[src/rtl/core/b64d_pkg.sv]
package b64d_pkg;

    // default depth of the group queue between front and back
    localparam int GROUP_FIFO_DEPTH = 4;

    // padding character
    localparam logic [7:0] PAD_CHAR = 8'h3D;

    // byte counts of one decoded group
    localparam logic [1:0] NBYTES_ONE   = 2'd1;
    localparam logic [1:0] NBYTES_TWO   = 2'd2;
    localparam logic [1:0] NBYTES_THREE = 2'd3;

    // one decoded group, queued for byte output
    typedef struct packed {
        logic [23:0] bits;
        logic [1:0]  nbytes;
        logic        done;
    } t_group;

    // character to sextet, standard and url-safe alphabets plus ',' and '.'
    function automatic logic [5:0] sextet_of(input logic [7:0] c);
        logic [5:0] s;
        s = 6'd0;
        if (c >= 8'h41 && c <= 8'h5A) begin
            s = 6'(c - 8'h41);
        end else if (c >= 8'h61 && c <= 8'h7A) begin
            s = 6'(c - 8'd71);
        end else if (c >= 8'h30 && c <= 8'h39) begin
            s = 6'(c + 8'd4);
        end else if (c == 8'h2B || c == 8'h2D || c == 8'h2E) begin
            s = 6'd62;
        end else if (c == 8'h2F || c == 8'h2C || c == 8'h5F) begin
            s = 6'd63;
        end
        return s;
    endfunction

endpackage

[src/rtl/core/b64d_if.sv]
// character channel
interface b64d_char_if;
    logic       valid;
    logic       ready;
    logic [7:0] char_code;
    logic       message_end;

    modport source (output valid, output char_code, output message_end, input ready);
    modport sink   (input valid, input char_code, input message_end, output ready);
endinterface

// decoded byte channel
interface b64d_byte_if;
    logic       valid;
    logic       ready;
    logic [7:0] data_byte;
    logic       run_last;
    logic       message_done;

    modport source (output valid, output data_byte, output run_last, output message_done,
                    input ready);
    modport sink   (input valid, input data_byte, input run_last, input message_done,
                    output ready);
endinterface

[src/rtl/core/b64d_front.sv]
module b64d_front (
    input  logic              i_clk,
    input  logic              i_rst_n,
    b64d_char_if.sink         i_char,
    input  logic              i_full,
    output logic              o_push,
    output b64d_pkg::t_group  o_group
);
    import b64d_pkg::*;

    logic [17:0] r_acc, n_acc;
    logic [1:0]  r_pos, n_pos;
    logic        r_twp, n_twp;

    logic        accept;
    logic [5:0]  s;
    logic [23:0] acc24;
    logic [23:0] end_bits;
    logic [1:0]  end_nbytes;
    logic        is_pad;

    assign i_char.ready = !i_full;
    assign accept = i_char.valid && !i_full;
    assign s      = sextet_of(i_char.char_code);
    assign acc24  = {r_acc, s};
    assign is_pad = (i_char.char_code == PAD_CHAR);

    // left-align a short final group
    always_comb begin
        unique case (r_pos)
            2'd0:    end_bits = {s, 18'd0};
            2'd1:    end_bits = {r_acc[5:0], s, 12'd0};
            2'd2:    end_bits = {r_acc[11:0], s, 6'd0};
            default: end_bits = acc24;
        endcase
    end

    // bytes emitted by the final group
    always_comb begin
        unique case (r_pos)
            2'd3:    end_nbytes = is_pad ? (r_twp ? NBYTES_ONE : NBYTES_TWO) : NBYTES_THREE;
            2'd2:    end_nbytes = is_pad ? NBYTES_ONE : NBYTES_TWO;
            default: end_nbytes = NBYTES_ONE;
        endcase
    end

    // group record toward the queue
    always_comb begin
        o_push = accept && (i_char.message_end || r_pos == 2'd3);
        if (i_char.message_end) begin
            o_group.bits   = end_bits;
            o_group.nbytes = end_nbytes;
            o_group.done   = 1'b1;
        end else begin
            o_group.bits   = acc24;
            o_group.nbytes = NBYTES_THREE;
            o_group.done   = 1'b0;
        end
    end

    // accumulator update
    always_comb begin
        n_acc = r_acc;
        n_pos = r_pos;
        n_twp = r_twp;
        if (accept) begin
            if (i_char.message_end || r_pos == 2'd3) begin
                n_acc = 18'd0;
                n_pos = 2'd0;
                n_twp = 1'b0;
            end else begin
                n_acc = acc24[17:0];
                n_pos = r_pos + 2'd1;
                if (r_pos == 2'd2) begin
                    n_twp = is_pad;
                end
            end
        end
    end

    always_ff @(posedge i_clk) begin
        if (!i_rst_n) begin
            r_acc <= 18'd0;
            r_pos <= 2'd0;
            r_twp <= 1'b0;
        end else begin
            r_acc <= n_acc;
            r_pos <= n_pos;
            r_twp <= n_twp;
        end
    end

endmodule

[src/rtl/core/b64d_fifo.sv]
module b64d_fifo #(
    parameter int P_DEPTH = b64d_pkg::GROUP_FIFO_DEPTH
) (
    input  logic              i_clk,
    input  logic              i_rst_n,
    input  logic              i_push,
    input  b64d_pkg::t_group  i_data,
    input  logic              i_pop,
    output b64d_pkg::t_group  o_head,
    output logic              o_full,
    output logic              o_empty
);
    import b64d_pkg::*;

    localparam int PTR_W = (P_DEPTH > 1) ? $clog2(P_DEPTH) : 1;
    localparam int CNT_W = $clog2(P_DEPTH + 1);
    localparam logic [PTR_W-1:0] LAST_PTR = PTR_W'(P_DEPTH - 1);
    localparam logic [CNT_W-1:0] FULL_CNT = CNT_W'(P_DEPTH);

    t_group           r_mem [P_DEPTH];
    logic [PTR_W-1:0] r_wr, n_wr;
    logic [PTR_W-1:0] r_rd, n_rd;
    logic [CNT_W-1:0] r_cnt, n_cnt;

    assign o_full  = (r_cnt == FULL_CNT);
    assign o_empty = (r_cnt == '0);
    assign o_head  = r_mem[r_rd];

    // pointer and fill count
    always_comb begin
        n_wr  = r_wr;
        n_rd  = r_rd;
        n_cnt = r_cnt;
        if (i_push) begin
            n_wr = (r_wr == LAST_PTR) ? '0 : r_wr + PTR_W'(1);
        end
        if (i_pop) begin
            n_rd = (r_rd == LAST_PTR) ? '0 : r_rd + PTR_W'(1);
        end
        if (i_push && !i_pop) begin
            n_cnt = r_cnt + CNT_W'(1);
        end else if (i_pop && !i_push) begin
            n_cnt = r_cnt - CNT_W'(1);
        end
    end

    always_ff @(posedge i_clk) begin
        if (!i_rst_n) begin
            r_wr  <= '0;
            r_rd  <= '0;
            r_cnt <= '0;
        end else begin
            r_wr  <= n_wr;
            r_rd  <= n_rd;
            r_cnt <= n_cnt;
        end
    end

    // entry storage
    always_ff @(posedge i_clk) begin
        if (i_push) begin
            r_mem[r_wr] <= i_data;
        end
    end

    // queue never overflows or underflows
    a_no_overflow: assert property (@(posedge i_clk) disable iff (!i_rst_n)
        i_push |-> (!o_full || i_pop))
        else $error("group queue overflow");

    a_no_underflow: assert property (@(posedge i_clk) disable iff (!i_rst_n)
        i_pop |-> !o_empty)
        else $error("group queue underflow");

    a_cnt_bound: assert property (@(posedge i_clk) disable iff (!i_rst_n)
        r_cnt <= FULL_CNT)
        else $error("group queue count out of range");

    a_cnt_track: assert property (@(posedge i_clk) disable iff (!i_rst_n)
        (i_push && !i_pop) |=> (r_cnt == $past(r_cnt) + CNT_W'(1)))
        else $error("group queue count did not advance on push");

endmodule

[src/rtl/core/b64d_back.sv]
module b64d_back (
    input  logic              i_clk,
    input  logic              i_rst_n,
    input  b64d_pkg::t_group  i_head,
    input  logic              i_empty,
    output logic              o_pop,
    b64d_byte_if.source       o_byte
);
    import b64d_pkg::*;

    logic       r_valid, n_valid;
    logic [1:0] r_idx, n_idx;
    logic [7:0] r_data;
    logic       r_last;
    logic       r_done;

    logic       out_free;
    logic       emit;
    logic       last;
    logic [7:0] sel_byte;

    assign out_free = !r_valid || o_byte.ready;
    assign emit     = out_free && !i_empty;
    assign last     = (r_idx == i_head.nbytes - 2'd1);
    assign o_pop    = emit && last;

    // byte of the head group, most significant first
    always_comb begin
        unique case (r_idx)
            2'd0:    sel_byte = i_head.bits[23:16];
            2'd1:    sel_byte = i_head.bits[15:8];
            default: sel_byte = i_head.bits[7:0];
        endcase
    end

    // byte index and output valid
    always_comb begin
        n_idx   = r_idx;
        n_valid = r_valid;
        if (emit) begin
            n_valid = 1'b1;
            n_idx   = last ? 2'd0 : r_idx + 2'd1;
        end else if (o_byte.ready) begin
            n_valid = 1'b0;
        end
    end

    always_ff @(posedge i_clk) begin
        if (!i_rst_n) begin
            r_valid <= 1'b0;
            r_idx   <= 2'd0;
        end else begin
            r_valid <= n_valid;
            r_idx   <= n_idx;
        end
    end

    // output register
    always_ff @(posedge i_clk) begin
        if (emit) begin
            r_data <= sel_byte;
            r_last <= last;
            r_done <= last && i_head.done;
        end
    end

    assign o_byte.valid        = r_valid;
    assign o_byte.data_byte    = r_data;
    assign o_byte.run_last     = r_last;
    assign o_byte.message_done = r_done;

endmodule

[src/rtl/core/base64_stream_decoder.sv]
// Streaming base64 decoder. One character transaction is taken per clock on i_char while the
// group queue has a free entry, with message_end set on the last character of a message;
// decoded bytes leave on o_byte, one per clock at most, with run_last on the last byte a
// character caused and message_done on the final byte of a message. The front stage
// classifies each character and packs groups of four sextets; each finished group (three
// bytes, or one to three for a final group) is written to a P_DEPTH-entry group queue, and
// the back stage drains the queue one byte per cycle, while the sink is ready, into a
// registered output. Input is ready whenever the group queue has a free entry, so the input
// side runs at one character per cycle as long as the byte sink keeps up with the byte
// stream; a byte reaches o_byte through the group queue and then the output register. Both
// alphabets plus ',' and '.' decode; any other byte decodes as zero.
module base64_stream_decoder #(
    parameter int P_DEPTH = b64d_pkg::GROUP_FIFO_DEPTH
) (
    input  logic         i_clk,
    input  logic         i_rst_n,
    b64d_char_if.sink    i_char,
    b64d_byte_if.source  o_byte
);
    import b64d_pkg::*;

    logic   push;
    logic   pop;
    logic   full;
    logic   empty;
    t_group push_group;
    t_group head_group;

    // character classification and group packing
    b64d_front u_front (
        .i_clk   (i_clk),
        .i_rst_n (i_rst_n),
        .i_char  (i_char),
        .i_full  (full),
        .o_push  (push),
        .o_group (push_group)
    );

    // group queue
    b64d_fifo #(
        .P_DEPTH (P_DEPTH)
    ) u_fifo (
        .i_clk   (i_clk),
        .i_rst_n (i_rst_n),
        .i_push  (push),
        .i_data  (push_group),
        .i_pop   (pop),
        .o_head  (head_group),
        .o_full  (full),
        .o_empty (empty)
    );

    // byte output
    b64d_back u_back (
        .i_clk   (i_clk),
        .i_rst_n (i_rst_n),
        .i_head  (head_group),
        .i_empty (empty),
        .o_pop   (pop),
        .o_byte  (o_byte)
    );

endmodule

[src/flat_wrapper.sv]
// flat-port wrapper written by rule: the top's interface ports become plain ports
module base64_stream_decoder_flat import b64d_pkg::*;
#(
    parameter int P_DEPTH = b64d_pkg::GROUP_FIFO_DEPTH
)
  (i_clk, i_rst_n, i_char_valid, i_char_char_code, i_char_message_end, i_char_ready, o_byte_valid, o_byte_data_byte, o_byte_run_last, o_byte_message_done, o_byte_ready);
  b64d_char_if i_char_i ();
  b64d_byte_if o_byte_i ();
  input  logic i_clk;
  input  logic i_rst_n;
  input wire logic [$bits(i_char_i.valid)-1:0] i_char_valid;
  input wire logic [$bits(i_char_i.char_code)-1:0] i_char_char_code;
  input wire logic [$bits(i_char_i.message_end)-1:0] i_char_message_end;
  output wire logic [$bits(i_char_i.ready)-1:0] i_char_ready;
  output wire logic [$bits(o_byte_i.valid)-1:0] o_byte_valid;
  output wire logic [$bits(o_byte_i.data_byte)-1:0] o_byte_data_byte;
  output wire logic [$bits(o_byte_i.run_last)-1:0] o_byte_run_last;
  output wire logic [$bits(o_byte_i.message_done)-1:0] o_byte_message_done;
  input wire logic [$bits(o_byte_i.ready)-1:0] o_byte_ready;
  assign i_char_i.valid = i_char_valid;
  assign i_char_i.char_code = i_char_char_code;
  assign i_char_i.message_end = i_char_message_end;
  assign i_char_ready = i_char_i.ready;
  assign o_byte_valid = o_byte_i.valid;
  assign o_byte_data_byte = o_byte_i.data_byte;
  assign o_byte_run_last = o_byte_i.run_last;
  assign o_byte_message_done = o_byte_i.message_done;
  assign o_byte_i.ready = o_byte_ready;
  base64_stream_decoder #(.P_DEPTH(P_DEPTH)) u_core (.i_clk(i_clk), .i_rst_n(i_rst_n), .i_char(i_char_i), .o_byte(o_byte_i));
endmodule
[config.mk]
export PLATFORM = sky130hd
export DESIGN_NAME = base64_stream_decoder_flat
export DESIGN_NICKNAME = d
export VERILOG_FILES = /design/src/rtl/core/b64d_pkg.sv /design/src/rtl/core/b64d_if.sv /design/src/rtl/core/b64d_front.sv /design/src/rtl/core/b64d_fifo.sv /design/src/rtl/core/b64d_back.sv /design/src/rtl/core/base64_stream_decoder.sv /design/src/flat_wrapper.sv
export SDC_FILE = /design/constraint.sdc
export NUM_CORES = 1
export LEC_CHECK = 0
export BUFFER_PORTS_ARGS = -buffer_cell sky130_fd_sc_hd__buf_2
export CAP_MARGIN = 0
export CORE_MARGIN = 4
export CORE_UTILIZATION = 30
export DETAILED_ROUTE_END_ITERATION = 12
export HOLD_SLACK_MARGIN = 0.05
export PLACE_DENSITY_LB_ADDON = 0.25
export SKIP_LAST_GASP = 1
export SLEW_MARGIN = 20
export SYNTH_ARGS = -nofsm -noshare
export SYNTH_HDL_FRONTEND = slang
export SYNTH_SLANG_ARGS = --single-unit
[constraint.sdc]
create_clock -name i_clk -period 6.77 [get_ports i_clk]
set_input_delay 0.3385 -clock i_clk [delete_from_list [all_inputs] [get_ports i_clk]]
set_output_delay 0.3385 -clock i_clk [all_outputs]
set_load 0.03 [all_outputs]
==> impl_results.md <==
* Status: complete, no violations
* Adder-cell share of the synthesized area at roughly 4.3%
* Post-synth top area cell: edfxtp_1
* Endpoints failing setup at 0
* Commonest register cell after synthesis: edfxtp_1
* Largest family of logic cells by synthesized area: compound AO/OA/AOI/OAI gates
* Leakage power at around 2.7 nW
* FILL cells at around 2,200
* Post-route ant nets at 0
* GRT overflow at 0
* Relative slew slack at between 30% and 40%
* Clk buf depth at 2
* Tightest Pin Transition at approximately 0.94 ns
* Largest net degree at the start of global routing at 28
* Crit end category: flip-flop
* Vias per inst at ~5.1
* Io pins at 25
* Die Height at 160 um
* CTS-repair resized insts at 0
* Setup TNS at 0 ns
* Hpwl dp at 10,000 um
* Starting Density at between 30% and 40%
* Worst path cell trace: mux4_2, xnor2_2, mux2i_4, nand2_4, ha_1, inv_1, fa_1, xor2_1, or3_1, a21oi_1
* Max Cap Violations at 0
* # DRC at 0
* Total power at around 2.8 mW
* Num CTS Buffers at 17
* Gp weighted congestion at between 0.8 and 0.9
* Postcts setup bufs at 0
* WHS at between 0.15 and 0.2 ns
* Nets at about 580
* CP required at between 7 and 8 ns
* Ant diodes at 0
* Fin. max-slew vios at 0
* Seq/Total Area, Yosys at between 60% and 70%
* Average wire per standard cell at 18.2 um
* Clock Skews at roughly 0.0057 ns
* DIE WIDTH at roughly 160 um
* Tcrit/Tclk final at 47.7%
* Post-synthesis async set-or-reset flop share at 0%
* CP max FO at 27
* TritonCTS clock tree: yes
* Cell Rows at 55
* Top-area cell type share of the netlist area at between 50% and 60%
* Compound-Gate Fraction of Synth Area at between 10% and 20%
* Simple-gate share of the synthesized area at roughly a tenth
* Min-Delay Path Class: input pin to flip-flop
* Die area at about 0.026 mm^2
* Placed cell area at 0.00733 mm^2
* Peak VDD IR at around 170 uV
* Post-cts hold buffer count at 0
* Worst Setup Start Kind: flip-flop
* Vias in the first global route at ~4,200
* Hold Vio Cnt, Final at 0
* Mapped Cells at roughly 530
* FMAX at roughly 310 MHz
* Layout cell share with drive strength beyond 1 at a little under a fifth
* Post-Synth XOR/XNOR Area at 1.37%
* Avg Cell Area, Syn at ~13 um^2
* Syn-to-layout area delta at 14.6%
* Fin util at a little over a third
* Routed wire length at 15,400 um
* Design area at just under 0.008 mm^2
* Post-synth net total at between 500 and 600
* Initial drt markers at 270
* Slowest CP cell: dfxtp_4
* Synth area leaders: edfxtp_1 51%, dfxtp_1 9.5%, mux4_2 8.1%
* H-tree depth at 4
* Pwr Density at approximately 360 mW/mm^2
* Initial antenna violation count at 0
* Synth warn at 0
* RSZ-0062 raised after global routing: no
* Port Buf Inserts at 24
* Routed via count at roughly 4,300
* First-pass GRT wire length at between 20,000 and 25,000 um
* Slowest stage delay, CP at roughly 0.71 ns
* Crit Path Category: flip-flop to flip-flop
* Distinct cells, synth at 60
* Min Tclk post-route at ~3.2 ns
* GRT Total Usage at around an eighth
* Worst-Skew Late Latency at about 0.42 ns
* Clk sinks at between 150 and 200
* Multiplexer share of the synthesized area at about a tenth
* Flops & latches, synth at 151
* Clock root cell: clkbuf_16
* Critical Path AT at 3.55 ns
* Area of the mapped netlist at ~0.0069 mm^2
* Core footprint at approximately 0.023 mm^2
* EDFF count, synth at approximately 120
* Reg clk slew, reported paths at approximately 0.06 ns
* 1st-pass router iterations at 5
[stage by stage]
step	std cells	setup WS (ns)
after detailed placement	812	3.12
after global routing	843	3.32
after global placement	812	3.19
final	843	3.54
after CTS	843	3.10
after floorplan	526	4.03
[final timing paths]
check             slack, ns  cells after the start                    endpoint                startpoint
hold / removal         0.19                      4  u_core.u_back.o_byte.valid              o_byte_ready
setup reg to reg       3.54                     10      u_core.u_fifo.r_cnt[2]                 flip-flop
setup / recovery       3.54                     10      u_core.u_fifo.r_cnt[2]                 flip-flop
hold reg to reg        0.45                      2    u_core.u_front.r_acc[15]  u_core.u_front.r_acc[15]
[synthesized netlist by cell type, types with 6 or more instances]
| master | count |
|---|---|
| nor2_1 | 29 |
| and3_1 | 10 |
| nor3_1 | 9 |
| inv_1 | 26 |
| nand3_1 | 26 |
| nand2_1 | 42 |
| o31ai_1 | 6 |
| o21ai_0 | 29 |
| a21oi_1 | 37 |
| mux4_2 | 25 |
| edfxtp_1 | 118 |
| a22oi_1 | 11 |
| ha_1 | 22 |
| dfxtp_1 | 33 |
| clkbuf_1 | 16 |
[cells by family after synthesis]
group,count (synthesis)
multiplexers,33
adder cells (fa/ha/maj),23
flip-flops,151
XOR/XNOR,10
AO/OA/AOI/OAI,116
buffers and inverters,53
AND/OR/NAND/NOR,140
[worst max-delay path: cells and delay by family (launching register included)]
kind            cells  cell delay, ns
xor+xnor            2            0.35
compound gates      1            0.14
fa+ha+maj           2            0.63
mux                 2            0.82
buf+inv             1            0.07
simple gates        2            0.41
flops               1            0.71
[registers in the layout, summed over array words and instances, names as in the netlist, named ones only]
signal                             cells
u_core.u_back.o_byte.data_byte         8
u_core.u_back.o_byte.message_done      1
u_core.u_back.o_byte.run_last          1
u_core.u_back.o_byte.valid             1
u_core.u_back.r_idx                    2
u_core.u_fifo.r_cnt                    3
u_core.u_fifo.r_mem                  108
u_core.u_fifo.r_rd                     2
u_core.u_fifo.r_wr                     2
u_core.u_front.r_acc                  18
u_core.u_front.r_pos                   2
u_core.u_front.r_twp                   1
[cells in the final DEF, fill, tap and decap left out, types with 4 or more instances in the layout]
cell | Yosys | final
ha_1 | 22 | 22
mux4_2 | 25 | 25
o21ai_0 | 29 | 29
nor2_1 | 29 | 29
clkbuf_1 | 16 | 4
xnor2_1 | 4 | 4
nor3_1 | 9 | 9
xor2_1 | 5 | 5
inv_1 | 26 | 26
a21o_1 | 4 | 4
buf_2 | 3 | 24
dfxtp_1 | 33 | 32
a2bb2oi_1 | 4 | 4
edfxtp_1 | 118 | 118
and3_2 | 0 | 4
clkbuf_16 | 0 | 17
a21oi_1 | 37 | 37
and3_1 | 10 | 6
nand2_1 | 42 | 42
a22oi_1 | 11 | 11
bufinv_16 | 0 | 5
o31ai_1 | 6 | 6
nand3_1 | 26 | 26
[per-layer routing]
metal	GRT usage, %	routed length, um	vias to the layer above
li1	-	-	2032
met1	17.0	7320	2175
met2	19.3	7230	98
met3	2.53	581	18
met4	4.46	218	0
met5	0	0	-
[report_power, final]
part,internal [mW],switching (mW)
clock network,0.648,0.346
registers,1.11,0.0804
logic,0.252,0.387
total,2.01,0.812
[cell type report]
class	count	area, um^2	share of cell area [%]
well taps	285	357	4.48
multi-input cells	322	2520	31.8
flip-flops and latches	151	4210	52.9
clock buffers	21	440	5.54
inverters	27	101	1.27
repair buffers	27	143	1.79
clock inverters	10	178	2.23
No activity file was read; power rests on OpenSTA's default activity.
